===== config.mk =====
export PLATFORM = sky130hd
export DESIGN_NAME = scalar_kalman_angle_filter
export DESIGN_NICKNAME = d
export VERILOG_FILES = /design/src/rtl/core/skaf_pkg.sv /design/src/rtl/core/skaf_sequencer.sv /design/src/rtl/core/skaf_datapath.sv /design/src/rtl/core/scalar_kalman_angle_filter.sv
export VERILOG_INCLUDE_DIRS = /design/src /design/src/rtl/core
export SDC_FILE = /design/constraint.sdc
export NUM_CORES = 2
export LEC_CHECK = 0
export ABC_AREA = 1
export ABC_CLOCK_PERIOD_IN_PS = 21300
export BUFFER_PORTS_ARGS = -buffer_cell sky130_fd_sc_hd__buf_2
export CAP_MARGIN = 20
export CORE_MARGIN = 5
export CORE_UTILIZATION = 45
export DETAILED_ROUTE_END_ITERATION = 16
export PLACE_DENSITY = 0.7
export REMOVE_ABC_BUFFERS = 1
export SLEW_MARGIN = 20
export SYNTH_ARGS = -nofsm -noshare
export SYNTH_HDL_FRONTEND = slang
export SYNTH_HIERARCHICAL = 1
export SYNTH_SLANG_ARGS = --single-unit

===== constraint.sdc =====
create_clock -name aclk -period 21.3 [get_ports aclk]
set_input_delay 4.26 -clock aclk [delete_from_list [all_inputs] [get_ports aclk]]
set_output_delay 4.26 -clock aclk [all_outputs]
set_load 0.01 [all_outputs]

===== src/rtl/core/scalar_kalman_angle_filter_assert.svh =====
// ----------------------------------------------------------------------------
// Scalar Kalman angle filter assertion macros
// Concurrent checks on aclk, disabled while aresetn is low.
// ----------------------------------------------------------------------------
`ifndef SCALAR_KALMAN_ANGLE_FILTER_ASSERT_SVH
`define SCALAR_KALMAN_ANGLE_FILTER_ASSERT_SVH

// Consequent holds in the same cycle as the antecedent.
`define SKAF_ASSERT_SAME(label, ante, cons) \
    label: assert property (@(posedge aclk) disable iff (!aresetn) (ante) |-> (cons)) \
        else $error("skaf: same-cycle check failed");

// Consequent holds in the cycle after the antecedent.
`define SKAF_ASSERT_NEXT(label, ante, cons) \
    label: assert property (@(posedge aclk) disable iff (!aresetn) (ante) |=> (cons)) \
        else $error("skaf: next-cycle check failed");

`endif


===== src/rtl/core/skaf_pkg.sv =====
// ----------------------------------------------------------------------------
// skaf_pkg
// Shared widths, register indexes, microcode format and program ROM.
// ----------------------------------------------------------------------------
package skaf_pkg;

    localparam int VALUE_WIDTH   = 32;
    localparam int FRACTION_BITS = 16;
    localparam int DT_BITS       = 16;

    localparam int GAIN_W     = FRACTION_BITS + 1;
    localparam int MUL_A_W    = VALUE_WIDTH + 1;
    localparam int MUL_B_W    = GAIN_W;
    localparam int PROD_W     = MUL_A_W + MUL_B_W;
    localparam int PMAG_W     = PROD_W - FRACTION_BITS;
    localparam int DIV_W      = VALUE_WIDTH + 2;
    localparam int DIV_CNT_W  = $clog2(FRACTION_BITS);
    localparam int UPC_W      = 4;
    localparam int CFG_IDX_W  = 1;

    localparam logic [GAIN_W-1:0]      GAIN_ONE  = {1'b1, {FRACTION_BITS{1'b0}}};
    localparam logic [VALUE_WIDTH-1:0] UNC_RESET = VALUE_WIDTH'(GAIN_ONE);
    localparam logic [31:0]            PN_RESET  = 32'd66;
    localparam logic [31:0]            MN_RESET  = 32'd1966;

    localparam logic [CFG_IDX_W-1:0] REG_PROCESS_NOISE     = 1'b0;
    localparam logic [CFG_IDX_W-1:0] REG_MEASUREMENT_NOISE = 1'b1;

    typedef logic [UPC_W-1:0] upc_t;

    // program addresses
    localparam upc_t UPC_WAIT  = 4'd0;
    localparam upc_t UPC_RATE  = 4'd1;
    localparam upc_t UPC_DELTA = 4'd2;
    localparam upc_t UPC_DIV   = 4'd3;
    localparam upc_t UPC_ERR   = 4'd4;
    localparam upc_t UPC_MCORR = 4'd5;
    localparam upc_t UPC_CORR  = 4'd6;
    localparam upc_t UPC_MUNC  = 4'd7;
    localparam upc_t UPC_UNC   = 4'd8;
    localparam upc_t UPC_SEED  = 4'd9;
    localparam upc_t UPC_OUT   = 4'd10;

    typedef enum logic [1:0] {
        MSEL_RATE,
        MSEL_ERR,
        MSEL_UNC
    } mul_sel_t;

    typedef enum logic [1:0] {
        ANG_HOLD,
        ANG_ADD_RATE,
        ANG_ADD_ERR,
        ANG_SEED
    } ang_sel_t;

    typedef enum logic [2:0] {
        JC_NEXT,    // fall through
        JC_GOTO,    // unconditional jump
        JC_IN,      // hold until a transaction; seed jumps, update falls through
        JC_DIV,     // loop on target until the last quotient bit
        JC_OUT      // hold until the output slot is free, then jump
    } jump_t;

    typedef struct packed {
        logic     in_ready;
        logic     mul_en;
        mul_sel_t mul_sel;
        ang_sel_t ang_sel;
        logic     p_pred_en;
        logic     div_init;
        logic     div_step;
        logic     err_en;
        logic     unc_wr;
        logic     out_load;
        jump_t    jump;
        upc_t     target;
    } ucode_t;

    typedef struct packed {
        logic div_last;
    } dp_status_t;

    function automatic ucode_t ucode_rom(input upc_t upc);
        ucode_t uc;
        uc = '0;
        case (upc)
            UPC_WAIT: begin
                uc.in_ready = 1'b1;
                uc.jump     = JC_IN;
                uc.target   = UPC_SEED;
            end
            UPC_RATE: begin
                uc.mul_en    = 1'b1;
                uc.mul_sel   = MSEL_RATE;
                uc.p_pred_en = 1'b1;
            end
            UPC_DELTA: begin
                uc.ang_sel  = ANG_ADD_RATE;
                uc.div_init = 1'b1;
            end
            UPC_DIV: begin
                uc.div_step = 1'b1;
                uc.jump     = JC_DIV;
                uc.target   = UPC_DIV;
            end
            UPC_ERR: begin
                uc.err_en = 1'b1;
            end
            UPC_MCORR: begin
                uc.mul_en  = 1'b1;
                uc.mul_sel = MSEL_ERR;
            end
            UPC_CORR: begin
                uc.ang_sel = ANG_ADD_ERR;
            end
            UPC_MUNC: begin
                uc.mul_en  = 1'b1;
                uc.mul_sel = MSEL_UNC;
            end
            UPC_UNC: begin
                uc.unc_wr = 1'b1;
                uc.jump   = JC_GOTO;
                uc.target = UPC_OUT;
            end
            UPC_SEED: begin
                uc.ang_sel = ANG_SEED;
            end
            UPC_OUT: begin
                uc.out_load = 1'b1;
                uc.jump     = JC_OUT;
                uc.target   = UPC_WAIT;
            end
            default: begin
                uc.jump   = JC_GOTO;
                uc.target = UPC_WAIT;
            end
        endcase
        return uc;
    endfunction

endpackage


===== src/rtl/core/skaf_sequencer.sv =====
// ----------------------------------------------------------------------------
// skaf_sequencer
// Program counter over the microcode ROM with conditional jumps.
// ----------------------------------------------------------------------------
module skaf_sequencer
    import skaf_pkg::*;
(
    input  logic       aclk,
    input  logic       aresetn,
    input  logic       in_accept,
    input  logic       in_command,
    input  logic       out_free,
    input  dp_status_t status,
    output ucode_t     ctrl
);

    upc_t upc_reg;
    upc_t upc_next;
    upc_t upc_inc;

    assign ctrl    = ucode_rom(upc_reg);
    assign upc_inc = upc_reg + 1'b1;

    always_comb begin
        upc_next = upc_reg;
        case (ctrl.jump)
            JC_NEXT: upc_next = upc_inc;
            JC_GOTO: upc_next = ctrl.target;
            JC_IN: begin
                if (in_accept) begin
                    upc_next = in_command ? ctrl.target : upc_inc;
                end
            end
            JC_DIV:  upc_next = status.div_last ? upc_inc : ctrl.target;
            JC_OUT: begin
                if (out_free) begin
                    upc_next = ctrl.target;
                end
            end
            default: upc_next = UPC_WAIT;
        endcase
    end

    always_ff @(posedge aclk) begin
        if (!aresetn) begin
            upc_reg <= UPC_WAIT;
        end else begin
            upc_reg <= upc_next;
        end
    end

endmodule


===== src/rtl/core/skaf_datapath.sv =====
// ----------------------------------------------------------------------------
// skaf_datapath
// Filter state, shared multiplier, restoring divider and saturating adder.
// ----------------------------------------------------------------------------
`include "scalar_kalman_angle_filter_assert.svh"

module skaf_datapath
    import skaf_pkg::*;
(
    input  logic                          aclk,
    input  logic                          aresetn,
    input  ucode_t                        ctrl,
    input  logic                          in_load,
    input  logic signed [VALUE_WIDTH-1:0] angular_rate,
    input  logic signed [VALUE_WIDTH-1:0] accel_angle,
    input  logic        [DT_BITS-1:0]     time_step,
    input  logic signed [VALUE_WIDTH-1:0] seed_angle,
    input  logic        [VALUE_WIDTH-1:0] process_noise,
    input  logic        [VALUE_WIDTH-1:0] measurement_noise,
    output dp_status_t                    status,
    output logic        [VALUE_WIDTH-1:0] angle
);

    localparam int SUM_W = PMAG_W + 2;

    // captured transaction
    logic                   rate_neg_reg;
    logic [MUL_A_W-1:0]     rmag_reg;
    logic [DT_BITS-1:0]     dt_reg;
    logic [VALUE_WIDTH-1:0] acc_reg;
    logic [VALUE_WIDTH-1:0] seed_reg;

    // filter state
    logic [VALUE_WIDTH-1:0] angle_reg;
    logic [VALUE_WIDTH-1:0] unc_reg;
    logic [VALUE_WIDTH-1:0] p_reg;

    // divider
    logic [VALUE_WIDTH:0]   d_reg;
    logic [VALUE_WIDTH:0]   rem_reg;
    logic [GAIN_W-1:0]      quo_reg;
    logic                   dzero_reg;
    logic [DIV_CNT_W-1:0]   div_cnt_reg;

    // error and multiplier
    logic                   err_neg_reg;
    logic [MUL_A_W-1:0]     emag_reg;
    logic [PROD_W-1:0]      prod_reg;

    logic signed [VALUE_WIDTH:0] rate_x;
    logic signed [VALUE_WIDTH:0] err_x;
    logic [MUL_A_W-1:0]     rmag_next;
    logic [MUL_A_W-1:0]     emag_next;
    logic [MUL_A_W-1:0]     mul_a;
    logic [MUL_B_W-1:0]     mul_b;
    logic [PROD_W-1:0]      mul_p;
    logic [PMAG_W-1:0]      prod_mag;
    logic [GAIN_W-1:0]      gain;
    logic [VALUE_WIDTH:0]   psum;
    logic [VALUE_WIDTH-1:0] p_sat;
    logic [VALUE_WIDTH:0]   d_next;
    logic                   q0;
    logic [DIV_W-1:0]       r2;
    logic                   ge;
    logic                   add_neg;
    logic [SUM_W-1:0]       angle_ext;
    logic [SUM_W-1:0]       mag_ext;
    logic [SUM_W-1:0]       sum;
    logic                   sum_fits;
    logic [VALUE_WIDTH-1:0] sum_sat;
    logic [VALUE_WIDTH-1:0] angle_next;

    assign rate_x    = {angular_rate[VALUE_WIDTH-1], angular_rate};
    assign rmag_next = rate_x[VALUE_WIDTH] ? MUL_A_W'(-rate_x) : MUL_A_W'(rate_x);

    assign err_x     = $signed({acc_reg[VALUE_WIDTH-1], acc_reg})
                     - $signed({angle_reg[VALUE_WIDTH-1], angle_reg});
    assign emag_next = err_x[VALUE_WIDTH] ? MUL_A_W'(-err_x) : MUL_A_W'(err_x);

    assign gain = dzero_reg ? '0 : quo_reg;

    // shared multiplier operands
    always_comb begin
        case (ctrl.mul_sel)
            MSEL_RATE: begin
                mul_a = rmag_reg;
                mul_b = MUL_B_W'(dt_reg);
            end
            MSEL_ERR: begin
                mul_a = emag_reg;
                mul_b = gain;
            end
            MSEL_UNC: begin
                mul_a = {1'b0, p_reg};
                mul_b = GAIN_ONE - gain;
            end
            default: begin
                mul_a = '0;
                mul_b = '0;
            end
        endcase
    end

    assign mul_p    = mul_a * mul_b;
    assign prod_mag = prod_reg[PROD_W-1:FRACTION_BITS];

    // predicted uncertainty, saturating
    assign psum  = {1'b0, unc_reg} + {1'b0, process_noise};
    assign p_sat = psum[VALUE_WIDTH] ? '1 : psum[VALUE_WIDTH-1:0];

    // divider setup and one quotient bit per step
    assign d_next = {1'b0, p_reg} + {1'b0, measurement_noise};
    assign q0     = ({1'b0, p_reg} >= d_next);
    assign r2     = {rem_reg, 1'b0};
    assign ge     = (r2 >= {1'b0, d_reg});

    assign status.div_last = (div_cnt_reg == DIV_CNT_W'(FRACTION_BITS - 1));

    // saturating angle adder
    assign add_neg   = (ctrl.ang_sel == ANG_ADD_ERR) ? err_neg_reg : rate_neg_reg;
    assign angle_ext = {{(SUM_W - VALUE_WIDTH){angle_reg[VALUE_WIDTH-1]}}, angle_reg};
    assign mag_ext   = {2'b00, prod_mag};
    assign sum       = add_neg ? angle_ext - mag_ext : angle_ext + mag_ext;
    assign sum_fits  = (&sum[SUM_W-1:VALUE_WIDTH-1]) | ~(|sum[SUM_W-1:VALUE_WIDTH-1]);
    assign sum_sat   = sum_fits ? sum[VALUE_WIDTH-1:0]
                     : (sum[SUM_W-1] ? {1'b1, {(VALUE_WIDTH-1){1'b0}}}
                                     : {1'b0, {(VALUE_WIDTH-1){1'b1}}});

    always_comb begin
        case (ctrl.ang_sel)
            ANG_HOLD:     angle_next = angle_reg;
            ANG_ADD_RATE: angle_next = sum_sat;
            ANG_ADD_ERR:  angle_next = sum_sat;
            ANG_SEED:     angle_next = seed_reg;
            default:      angle_next = angle_reg;
        endcase
    end

    assign angle = angle_reg;

    always_ff @(posedge aclk) begin
        if (!aresetn) begin
            angle_reg <= '0;
            unc_reg   <= UNC_RESET;
        end else begin
            angle_reg <= angle_next;
            if (ctrl.unc_wr) begin
                unc_reg <= prod_reg[FRACTION_BITS +: VALUE_WIDTH];
            end
        end
    end

    always_ff @(posedge aclk) begin
        if (in_load) begin
            rate_neg_reg <= rate_x[VALUE_WIDTH];
            rmag_reg     <= rmag_next;
            dt_reg       <= time_step;
            acc_reg      <= accel_angle;
            seed_reg     <= seed_angle;
        end
        if (ctrl.mul_en) begin
            prod_reg <= mul_p;
        end
        if (ctrl.p_pred_en) begin
            p_reg <= p_sat;
        end
        if (ctrl.div_init) begin
            d_reg       <= d_next;
            dzero_reg   <= (d_next == '0);
            rem_reg     <= q0 ? {1'b0, p_reg} - d_next : {1'b0, p_reg};
            quo_reg     <= GAIN_W'(q0);
            div_cnt_reg <= '0;
        end else if (ctrl.div_step) begin
            rem_reg     <= ge ? (VALUE_WIDTH + 1)'(r2 - {1'b0, d_reg}) : r2[VALUE_WIDTH:0];
            quo_reg     <= {quo_reg[FRACTION_BITS-1:0], ge};
            div_cnt_reg <= div_cnt_reg + 1'b1;
        end
        if (ctrl.err_en) begin
            err_neg_reg <= err_x[VALUE_WIDTH];
            emag_reg    <= emag_next;
        end
    end

    // gain never exceeds 1.0 once the quotient is complete
    `SKAF_ASSERT_NEXT(a_gain_le_one, ctrl.div_step && status.div_last, gain <= GAIN_ONE)
    // saturating prediction never wraps below the old uncertainty
    `SKAF_ASSERT_NEXT(a_pred_no_wrap, ctrl.p_pred_en, p_reg >= $past(unc_reg))
    // posterior uncertainty never grows past the prediction
    `SKAF_ASSERT_NEXT(a_unc_shrinks, ctrl.unc_wr, unc_reg <= $past(p_reg))
    // correction step never moves farther than the innovation
    `SKAF_ASSERT_SAME(a_corr_bounded, ctrl.ang_sel == ANG_ADD_ERR, prod_mag <= PMAG_W'(emag_reg))

endmodule


===== src/rtl/core/scalar_kalman_angle_filter.sv =====
// ----------------------------------------------------------------------------
// scalar_kalman_angle_filter
// One-state Kalman filter fusing gyro rate and accelerometer angle, Q16.16.
// A new transaction is taken only at the wait step, after the last result has
//   gone to the output slot; an update runs the gain divider loop (one quotient
//   bit per cycle, 16 steps).
// Reset: synchronous; angle 0, uncertainty 1.0, noises 66 and 1966, no
//   clearing pass.
// ----------------------------------------------------------------------------
module scalar_kalman_angle_filter
    import skaf_pkg::*;
(
    input  logic                          aclk,
    input  logic                          aresetn,

    // configuration write port
    input  logic                          cfg_we,
    input  logic [CFG_IDX_W-1:0]          cfg_index,
    input  logic [31:0]                   cfg_wdata,

    // input channel
    input  logic                          s_valid,
    output logic                          s_ready,
    input  logic                          s_command,
    input  logic signed [VALUE_WIDTH-1:0] s_angular_rate,
    input  logic signed [VALUE_WIDTH-1:0] s_accel_angle,
    input  logic        [DT_BITS-1:0]     s_time_step,
    input  logic signed [VALUE_WIDTH-1:0] s_seed_angle,

    // result channel
    output logic                          m_valid,
    input  logic                          m_ready,
    output logic signed [VALUE_WIDTH-1:0] m_angle_estimate
);

    ucode_t     ctrl;
    dp_status_t status;

    logic                   in_accept;
    logic                   out_free;
    logic [VALUE_WIDTH-1:0] angle;

    logic [31:0]            pn_reg;
    logic [31:0]            mn_reg;

    // output slot: holds a finished result while the sequencer goes back
    // to waiting for the next transaction
    logic                   m_valid_reg;
    logic [VALUE_WIDTH-1:0] m_angle_reg;

    // ready comes straight from the control word of the wait step
    assign s_ready   = ctrl.in_ready;
    assign in_accept = s_valid && s_ready;

    // slot is free when empty or being drained this cycle
    assign out_free  = !m_valid_reg || m_ready;

    assign m_valid          = m_valid_reg;
    assign m_angle_estimate = m_angle_reg;

    // configuration registers; user keeps writes to filter idle; not enforced
    always_ff @(posedge aclk) begin
        if (!aresetn) begin
            pn_reg <= PN_RESET;
            mn_reg <= MN_RESET;
        end else if (cfg_we) begin
            case (cfg_index)
                REG_PROCESS_NOISE:     pn_reg <= cfg_wdata;
                REG_MEASUREMENT_NOISE: mn_reg <= cfg_wdata;
                default: ;
            endcase
        end
    end

    // result register: loaded at the output step once the slot is free
    always_ff @(posedge aclk) begin
        if (!aresetn) begin
            m_valid_reg <= 1'b0;
        end else if (ctrl.out_load && out_free) begin
            m_valid_reg <= 1'b1;
        end else if (m_ready) begin
            m_valid_reg <= 1'b0;
        end
    end

    always_ff @(posedge aclk) begin
        if (ctrl.out_load && out_free) begin
            m_angle_reg <= angle;
        end
    end

    // microprogram: wait, multiply rate, add delta, 16 divide steps,
    // error, multiply correction, add correction, multiply and write
    // uncertainty, output; a seed goes wait, seed, output
    skaf_sequencer u_sequencer (
        .aclk       (aclk),
        .aresetn    (aresetn),
        .in_accept  (in_accept),
        .in_command (s_command),
        .out_free   (out_free),
        .status     (status),
        .ctrl       (ctrl)
    );

    skaf_datapath u_datapath (
        .aclk              (aclk),
        .aresetn           (aresetn),
        .ctrl              (ctrl),
        .in_load           (in_accept),
        .angular_rate      (s_angular_rate),
        .accel_angle       (s_accel_angle),
        .time_step         (s_time_step),
        .seed_angle        (s_seed_angle),
        .process_noise     (pn_reg),
        .measurement_noise (mn_reg),
        .status            (status),
        .angle             (angle)
    );

endmodule


# [Word level (Yosys, flattened, before mapping)]
# Cells that the tools add are included.
[totals] reg_bits=483 inputBits=151 out_inout_bits=34 wordCells=115
[classes] n_addsub=12 n_mul=1 order_cmp=2 n_eq_ne=22 muxes=33 bitwise=3 reduce_logical=18
[ops] operator="two-way mux 33 bit" n=4
[ops] operator="case mux 33 bit (3 select lines)" n=1
[ops] operator="two-way mux 32 bit" n=3
[ops] operator="adder 32 x 32 -> 33 bit" n=2
[ops] operator="case mux 32 bit (2 select lines)" n=1
[ops] operator="case mux 17 bit (3 select lines)" n=1
[ops] operator="multiplier 33 x 17 -> 50 bit" n=1
[ops] operator="adder 32 x 35 -> 36 bit" n=1
[ops] operator="two-way mux 36 bit" n=1
[ops] operator="subtractor 32 x 35 -> 36 bit" n=1
[ops] operator="case mux 7 bit (5 select lines)" n=1
[ops] operator="greater-or-equal comparator 34 x 33 -> 1 bit" n=1
[ops] operator="greater-or-equal comparator 32 x 33 -> 1 bit" n=1
[ops] operator="zero test 33 bit" n=1
[ops] operator="negator 32 -> 33 bit" n=1
[ops] operator="negator 33 bit" n=1
[ops] operator="subtractor 32 x 32 -> 33 bit" n=1
[ops] operator="subtractor 32 x 33 -> 33 bit" n=1
[ops] operator="subtractor 33 bit" n=1
[ops] operator="two-way mux 31 bit" n=1
[ops] operator="case mux 4 bit (5 select lines)" n=1
[ops] operator="two-way mux 17 bit" n=1
[ops] operator="subtractor 17 bit, first input constant" n=1
[ops] operator="equality test 4 x 3 -> 1 bit, second input constant" n=4
[ops] operator="28 further kinds" n=58

# [Logic depth before layout (Yosys ltp)]
[logic_depth] depth_word=10 depth_mapped=42

# [Hierarchy]
# Netlist, hierarchy kept.
[by_module_without_submodules] module="skaf_datapath" n_inst=1 cells_per_inst=6347 area_each_um2=47065.1
[by_module_without_submodules] module="scalar_kalman_angle_filter" n_inst=1 cells_per_inst=385 area_each_um2=3477.1
[by_module_without_submodules] module="skaf_sequencer" n_inst=1 cells_per_inst=100 area_each_um2=574.3

# [Worst setup path after synthesis]
# No wires, ideal clock.
[synth_path] path_kind="register to register" from="reg u_sequencer.upc_reg[1]" to="reg u_datapath.prod_reg[46] (data pin)" setup_ps=260 t_arrival_ps=7015 t_required_ps=21040 setup_slack_ps=14026 stages_incl_launch_ff=39 path_buffers=3 cell_sequence="dfxtp_1 -> inv_1 -> ha_1 -> inv_1 -> nor2_1 -> inv_1 -> nor2_1 -> buf_2 -> buf_1 -> nand2_1 -> o21ai_0 -> a21o_1 -> buf_1 -> nand2_1 -> fa_1 -> inv_1 -> fa_1 -> inv_1 -> [... 3 more ...] -> fa_1 -> inv_1 -> fa_1 -> inv_1 -> ha_1 -> a21oi_1 -> inv_1 -> nor2_1 -> inv_1 -> a21oi_1 -> o21ai_0 -> a21oi_1 -> o21ai_0 -> nand2_1 -> nand2_1 -> nand2_1 -> nand2_1 -> xor2_1"
[synth_rtl] element="from (decl)" line_no="skaf_sequencer.sv:17" rtl="upc_t upc_reg;"
[synth_rtl] element="from (signal assigned)" line_no="skaf_sequencer.sv:48" rtl="upc_reg <= upc_next;"
[synth_rtl] element="to (signal assigned)" line_no="skaf_datapath.sv:162" rtl="prod_reg <= mul_p;"
[synth_rtl] element="to (decl)" line_no="skaf_datapath.sv:48" rtl="logic [PROD_W-1:0] prod_reg;"

==> impl_metrics.py <==
metrics = {
    "run_status": {
        "outcome": "complete, no violations",
    },
    "drt": {
        "top_layer": "met5",
        "wl_met2_um": 77300,
        "route.met3.wl_um": 14500,
        "routedWlPerCell_um": 20.3,
        "drt_first_pass_iters": 7,
        "drc": 0,
        "drt_iter0_drc": 4049,
        "via_per_inst": 5.39,
        "wl_met1_um": 71100,
        "vias": 45700,
        "ant_nets": 0,
        "wl_um": 172000,
    },
    "finish": {
        "area_growth_pct": 8.40,
        "final_util_pct": 49.2,
        "seqCellArea_um2": 12500,
        "final_nets": 7885,
        "drive_gt1_share_pct": 6.67,
        "largest_register_ffs": 34,
        "fillCellCount": 11200,
        "multiInputGateArea_um2": 32800,
    },
    "run": {
        "maxCapViolCount": 0,
    },
    "floorplanning": {
        "die_h_um": 347,
        "ios": 185,
        "die_area_um2": 120000,
        "rows": 123,
        "initial_core_util_pct": 45.3,
        "core-area_um2": 113000,
        "die_width_um": 347,
    },
    "worst_setup_path": {
        "start_kind": "flip-flop",
        "arrival_ps": 9780,
        "required_ps": 21690,
        "critical_path.max_stage_delay_ps": 670,
        "worst-path-max-fanout": 32,
        "endpoint_kind": "flip-flop",
        "cp_slowest_cell": "inv_1",
        "crit_top_cell": "inv_1",
        "crit_type": "flip-flop to flip-flop",
    },
    "timing": {
        "fmax_mhz": 106,
        "rsz0062_at_grt": "false",
        "finalSetupViolCount": 0,
        "setup_tns_ps": 0,
        "worstMarginPinSlew_ps": 1050,
        "fin_crit_sh_pct": 44.1,
        "report.final.slew_viol_count": 0,
        "relSlewSlack_pct": 29.6,
        "hold_viol_final": 0,
        "finalCriticalPeriod_ps": 9390,
        "skew_ps": 35.8,
        "whs_ps": 479,
    },
    "place": {
        "gp_congestion": 1.01,
        "dpl.hpwl_um": 140000,
        "portBuffers": 184,
    },
    "clock_tree": {
        "path_clk_slew_ps": 60,
        "tritoncts": "done",
        "clockRootBuffer": "clkbuf_16",
        "postCtsHoldBufs": 0,
        "worstSkewPairLatency_ps": 670,
        "cts_inserted_buffers": 54,
        "ctsResizeCount": 0,
        "htreeDepth": 2,
        "cts.sinks": 467,
        "post-cts-setup-buffers": 0,
        "cts_buffer_depth": 3,
    },
    "grt": {
        "grt_overflow_total": 0,
        "grt_util_all_layers_pct": 27.8,
        "grt_pass1_vias": 44900,
        "antenna_found_initial": 6,
        "grt_max_degree": 74,
        "grt_first_pass_wirelength_um": 261000,
    },
    "logic_synthesis": {
        "synthesis.area_um2": 51100,
        "yosysWarnings": 6,
        "synthCells": 6826,
        "syn_avg_cell_area_um2": 7.48,
    },
    "worst_hold_path": {
        "hold_class": "flip-flop to flip-flop",
    },
}
[area by class of cell]
type	count	share of cell area [%]
Antenna cell	1	0.00452
Clock inverter	36	0.775
Tap cell	1500	3.39
Clock buffer	65	2.61
Sequential cell	467	22.6
Timing Repair Buffer	228	2.32
Inverter	1329	9.02
Multi-Input combinational cell	4859	59.3
[layout by cell type, fill, tap and decap left out, types with 9 or more instances in the layout]
cell,n
nand2_1,1652
inv_1,1301
nor2_1,696
fa_1,468
a21oi_1,391
ha_1,327
o21ai_0,320
edfxtp_1,314
nand3_1,257
buf_2,183
dfxtp_1,153
xor2_1,153
xnor2_1,81
nor3_1,61
clkbuf_16,55
nand4_1,55
or2_2,46
buf_4,43
o21bai_1,43
o211ai_1,34
a21o_1,31
a31oi_1,26
nor2_4,23
inv_2,19
nor4_1,19
o21a_1,18
clkinv_1,16
nor2_2,14
a21boi_0,14
nand2_2,14
nand3b_1,11
a21oi_2,9
[metal layers]
layer | global-route usage, % | vias up
met3 | 5.00 | 386
met4 | 12.5 | 6
met1 | 36.8 | 21800
met5 | 0.746 | -
li1 | - | 21600
met2 | 44.8 | 1884
[through the flow]
step | setup slack, ps | std cells | cell area [µm²]
floorplan | 12510 | 6655 | 50300
global placement | 12080 | 8381 | 53400
detailed placement | 12100 | 8381 | 53400
CTS | 12050 | 8482 | 55300
global route | 11340 | 8484 | 55400
finish | 11910 | 8485 | 55400
[critical path, delay by kind of cell (launching register included)]
family / cells / cell delay [ps]
fa+ha+maj: 8 / 3610
xor+xnor: 1 / 140
buf+inv: 10 / 1760
flops: 1 / 350
compound gates: 8 / 1810
simple gates: 8 / 1410
[path summary, 6_finish.rpt]
check / from / endpoint / slack [ps] / depth (start not counted)
worst max register to register: u_sequencer/upc_reg[1]$_SDFFE_PN0P_ / u_datapath/prod_reg[46]$_DFFE_PP_ / 11910 / 35
worst min-delay path: u_datapath/quo_reg[13]$_SDFFE_PP0P_ / u_datapath/quo_reg[14]$_SDFFE_PP0P_ / 480 / 2
worst max-delay path: u_sequencer/upc_reg[1]$_SDFFE_PN0P_ / u_datapath/prod_reg[46]$_DFFE_PP_ / 11910 / 35
worst min register to register: u_datapath/quo_reg[13]$_SDFFE_PP0P_ / u_datapath/quo_reg[14]$_SDFFE_PP0P_ / 480 / 2
Power is not shown: default switching activity piles up to over one toggle a cycle in this logic, so the estimate is an artifact.
